<file path="config.mk">
export PLATFORM = sky130hd
export DESIGN_NAME = lldq_pick
export DESIGN_NICKNAME = d
export VERILOG_FILES = /design/src/lldq_pkg.sv /design/src/lldq_pick.sv
export SDC_FILE = /design/constraint.sdc
export NUM_CORES = 1
export LEC_CHECK = 0
export BUFFER_PORTS_ARGS = -buffer_cell sky130_fd_sc_hd__buf_4
export CAP_MARGIN = 40
export CORE_ASPECT_RATIO = 0.9
export CORE_MARGIN = 2
export CORE_UTILIZATION = 45
export DETAILED_ROUTE_END_ITERATION = 10
export PLACE_DENSITY = 0.7
export SETUP_SLACK_MARGIN = 0.15
export SLEW_MARGIN = 30
export SYNTH_ARGS = -nofsm -noshare
export SYNTH_HDL_FRONTEND = slang
export SYNTH_SLANG_ARGS = --single-unit
export TNS_END_PERCENT = 30
</file>
<file path="constraint.sdc">
create_clock -name vclk -period 15.8
set_input_delay 1.58 -clock vclk [all_inputs]
set_output_delay 1.58 -clock vclk [all_outputs]
set_load 0.01 [all_outputs]
</file>
<file path="src/lldq_pkg.sv">
// Shared codes and types for the least-loaded queue dispatcher.
package lldq_pkg;

    typedef enum logic [1:0] {
        CMD_ADD    = 2'd0,
        CMD_POP    = 2'd1,
        CMD_PEEK   = 2'd2,
        CMD_UNUSED = 2'd3
    } cmd_t;

    typedef enum logic [1:0] {
        STATUS_OK    = 2'd0,
        STATUS_EMPTY = 2'd1,
        STATUS_FULL  = 2'd2
    } status_t;

    typedef enum logic {
        ST_IDLE,
        ST_EXEC
    } state_t;

    localparam logic CFG_QUEUES_ONLINE = 1'b0;
    localparam logic CFG_LAUNCHED      = 1'b1;

    localparam int CFG_WIDTH = 4;
    localparam logic [CFG_WIDTH-1:0] QUEUES_ONLINE_RESET = 4'd8;

endpackage

</file>
<file path="src/lldq_pick.sv">
// Queue choice for an add: next unused online queue, else least occupied.
module lldq_pick #(
    parameter int NUM_QUEUES  = 8,
    parameter int QUEUE_DEPTH = 64
) (
    input  logic [lldq_pkg::CFG_WIDTH-1:0]              queues_online,
    input  logic [$clog2(NUM_QUEUES+1)-1:0]             queues_in_use,
    input  logic [$clog2(QUEUE_DEPTH+1)-1:0]            occupancy [NUM_QUEUES],
    output logic [$clog2(NUM_QUEUES+1)-1:0]             online_n,
    output logic [(NUM_QUEUES > 1 ? $clog2(NUM_QUEUES) : 1)-1:0] pick_q
);

    localparam int UW = $clog2(NUM_QUEUES + 1);
    localparam int QW = NUM_QUEUES > 1 ? $clog2(NUM_QUEUES) : 1;
    localparam int CW = $clog2(QUEUE_DEPTH + 1);

    logic [6:0]    online_wide;
    logic [QW-1:0] best;
    logic [CW-1:0] best_occ;

    always_comb
    begin
        online_wide = 7'(queues_online);
        if (online_wide == 7'd0)
        begin
            online_n = UW'(1);
        end
        else if (online_wide > 7'(NUM_QUEUES))
        begin
            online_n = UW'(NUM_QUEUES);
        end
        else
        begin
            online_n = online_wide[UW-1:0];
        end
    end

    // Ties go to the highest index, so a later equal count replaces the best.
    always_comb
    begin
        best     = '0;
        best_occ = occupancy[0];
        for (int i = 0; i < NUM_QUEUES; i++)
        begin
            if ((UW'(i) < online_n) && (occupancy[i] <= best_occ))
            begin
                best     = QW'(i);
                best_occ = occupancy[i];
            end
        end
        if (queues_in_use < online_n)
        begin
            pick_q = queues_in_use[QW-1:0];
        end
        else
        begin
            pick_q = best;
        end
    end

endmodule

</file>
==> results_dict.tcl <==
set metrics [dict create \
    ys_top_cells_by_count "sky130_fd_sc_hd__ha_1, sky130_fd_sc_hd__nor2_1, sky130_fd_sc_hd__inv_1, sky130_fd_sc_hd__nand3_1" \
    multi_input_area_um2 2420 \
    synth-seq-area-share_pct 0 \
    avgSynthCellArea_um2 7.43 \
    global_route_overflow 0 \
    p_switching_mw 0.235 \
    timing.setup.tns_ns 0 \
    final_hold_violation_count 0 \
    finalWeightedCongestion 0.961 \
    portBuffers 71 \
    timing.critical_path.required_ns 14.22 \
    num_rows 25 \
    critical_path_arrival_ns 13.62 \
    synth-warning-count 0 \
    intPower_mw 0.203 \
    floorplan.die.width_um 80.5 \
    starting_density_of_the_core_pct 45.9 \
    hp-class "in -> out" \
    max_stage_delay_ns 0.38 \
    firstDrtPassIters 5 \
    criticalPathCategory "in -> out" \
    nFillCells 468 \
    grt_use_total_pct 23.8 \
    hold_depth 2 \
    synthDominantAreaCellType "sky130_fd_sc_hd__ha_1" \
    setup_viol 0 \
    critPathLaunch "occupancy[53]" \
    vias 2859 \
    hold-path-endpoint "online_n[3]" \
    number_of_global_route_vias_before_repair 2471 \
    power.share.sequential_pct 0 \
    leakage_nw 1.57 \
    drv_cap 0 \
    vertical_extent_of_the_die_um 72.9 \
    boundaryPins 71 \
    die_area_um2 5870 \
    layout.sequential_cells 0 \
    synth_most_common_cell "sky130_fd_sc_hd__ha_1" \
    seqCellArea_um2 0 \
    vias_per_cell 6.15 \
    floorplan.core_area_um2 5160 \
    syn_to_final_growth_pct 36.3 \
    setup.worst_path.start_class "primary input" \
    fmax_mhz 65.8 \
    layout-drive-gt1-share_pct 34.7 \
    rsz_0062_raised_after_global_routing "false" \
    final.clkbuf_count 0 \
    postSynthNetCount 431 \
    grt_start_max_net_pins 13 \
    wirelength_um 7510 \
    antenna_violations_before_repair 0 \
    post-route-drc-count 0 \
    synthDistinctLibCells 63 \
    fraction_of_power_consumed_by_the_clock_network_pct 0 \
    route.antenna.remaining_nets 0 \
    synth_cells 319 \
    post_synth_main_area_contributors "sky130_fd_sc_hd__ha_1, sky130_fd_sc_hd__o21a_1, sky130_fd_sc_hd__a21o_1, sky130_fd_sc_hd__nor2_1, sky130_fd_sc_hd__nand3_1" \
    timing.critical_path.to_type "primary output" \
    power_density_nw_per_um2 136 \
    synth_area_um2 2370 \
    switching_share_pct 53.6 \
    fin_crit_period_ns 15.20 \
    dr.first_iter.drc_count 189 \
    synth_top_cell_area_share_pct 25.3 \
    dp_hpwl_um 6160 \
    slowest_stage "sky130_fd_sc_hd__mux2_2" \
    antenna-diode-count 0 \
    hold_slack_ns 3.47 \
    wl_per_cell_um 16.2 \
    vdd.ir_drop.worst_mv 0.0947 \
    max_transition_margin_pct 58.6 \
    power.share.combinational_pct 100.0 \
    timing.final.max_slew_violations 0 \
    crit_path_max_fanout 8 \
    final_nets 512 \
    transition_time_of_the_tightest_slew_check_pin_ns 0.621 \
    crit_top_cell "sky130_fd_sc_hd__o21a_1" \
    hold_startpoint "queues_online[3]" \
    grt_pass1_wl_um 11300 \
    final_critical_path_share_of_the_clock_period_pct 96.2 \
    status "finished, final reports clean" \
]
[metal layers]
metal	GRT usage [%]	vias up	part of all wire (%)
li1	-	1416	-
met1	36.1	1340	49
met2	39.0	99	45
met3	1.49	4	5.9
met4	0.753	0	0.39
met5	0	-	0
[cell type report]
class              count  share of cell area [%]
multi-input cells    290                    74.8
repair buffers        87                    20.1
well taps             67                    2.59
inverters             21                    2.44
[worst max-delay path by stage]
stage	to	slack, ns
6_report	pick_q[2]	0.60
5_1_grt	pick_q[2]	0.11
4_1_cts	pick_q[2]	0.18
3_5_place_dp	pick_q[2]	0.13
3_3_place_gp	pick_q[2]	0.32
2_1_floorplan	pick_q[2]	1.02
[power by group through the flow]
stage	combinational [mW]	sequential (mW)	clock (mW)
finish	0.438	0	0
global route	0.481	0	0
CTS	0.390	0	0
detailed placement	0.386	0	0
global placement	0.379	0	0
floorplan	0.287	0	0
[cell families (layout without fill, tap and decap cells)]
logic type / Yosys count / in the layout / synth area share (%)
compound gates: 122 / 122 / 40.8
fa+ha+maj: 48 / 48 / 25.3
buf+inv: 30 / 108 / 6.12
mux: 3 / 3 / 1.53
simple gates: 116 / 117 / 26.2
[per-stage QoR]
stage | worst slack, ns | utilization (%) | instances | area, um2 | total power, mW
4_1_cts | 0.178 | 57.8 | 455 | 2990 | 0.390
3_3_place_gp | 0.320 | 57.6 | 455 | 2970 | 0.379
6_report | 0.605 | 62.6 | 465 | 3230 | 0.438
5_1_grt | 0.115 | 62.6 | 465 | 3230 | 0.481
2_1_floorplan | 1.02 | - | 319 | 2370 | 0.287
3_5_place_dp | 0.129 | 57.6 | 455 | 2970 | 0.386
[layout by cell type (no fill, tap or decap), types with 2 or more instances in the layout]
cell type                  instances
sky130_fd_sc_hd__a211o_1           4
sky130_fd_sc_hd__a211oi_1          2
sky130_fd_sc_hd__a211oi_2          2
sky130_fd_sc_hd__a21boi_1          4
sky130_fd_sc_hd__a21boi_2          2
sky130_fd_sc_hd__a21o_1           14
sky130_fd_sc_hd__a21oi_1          12
sky130_fd_sc_hd__a21oi_2           4
sky130_fd_sc_hd__a221oi_2          4
sky130_fd_sc_hd__a31oi_1           3
sky130_fd_sc_hd__a31oi_2           3
sky130_fd_sc_hd__and2_1            4
sky130_fd_sc_hd__and3_1            8
sky130_fd_sc_hd__buf_4            86
sky130_fd_sc_hd__ha_1             48
sky130_fd_sc_hd__inv_1            21
sky130_fd_sc_hd__mux2_2            2
sky130_fd_sc_hd__nand2_1          10
sky130_fd_sc_hd__nand3_1          16
sky130_fd_sc_hd__nand4_1           3
sky130_fd_sc_hd__nor2_1           25
sky130_fd_sc_hd__nor2b_1           6
sky130_fd_sc_hd__nor3_1           13
sky130_fd_sc_hd__nor4_4            2
sky130_fd_sc_hd__o211ai_1          3
sky130_fd_sc_hd__o21a_1           16
sky130_fd_sc_hd__o21ai_0           8
sky130_fd_sc_hd__o21ai_1           2
sky130_fd_sc_hd__o21ai_2           3
sky130_fd_sc_hd__o31a_1            5
sky130_fd_sc_hd__o31ai_1           7
sky130_fd_sc_hd__or2_2             7
sky130_fd_sc_hd__or3_1             8
[worst max-delay path: cells and delay by family]
kind                       cells  cell delay [ns]
AOI/OAI and AO/OA             33             6.17
adders and majority gates      7             1.93
buffers and inverters          6             0.84
muxes                          1             0.38
and+or+nand+nor               14             2.69
[what timing repair did]
| action | in CTS | in global routing |
|---|---|---|
| pin swaps | 0 | 7 |
| endpoints found under the setup margin | 1 | 3 |
| gates resized for setup | 2 | 39 |
| hold buffers | 0 | 0 |
| gates cloned | 0 | 1 |
| buffers inserted | 0 | 9 |
Note: power is estimated with default switching activity, not from simulation.
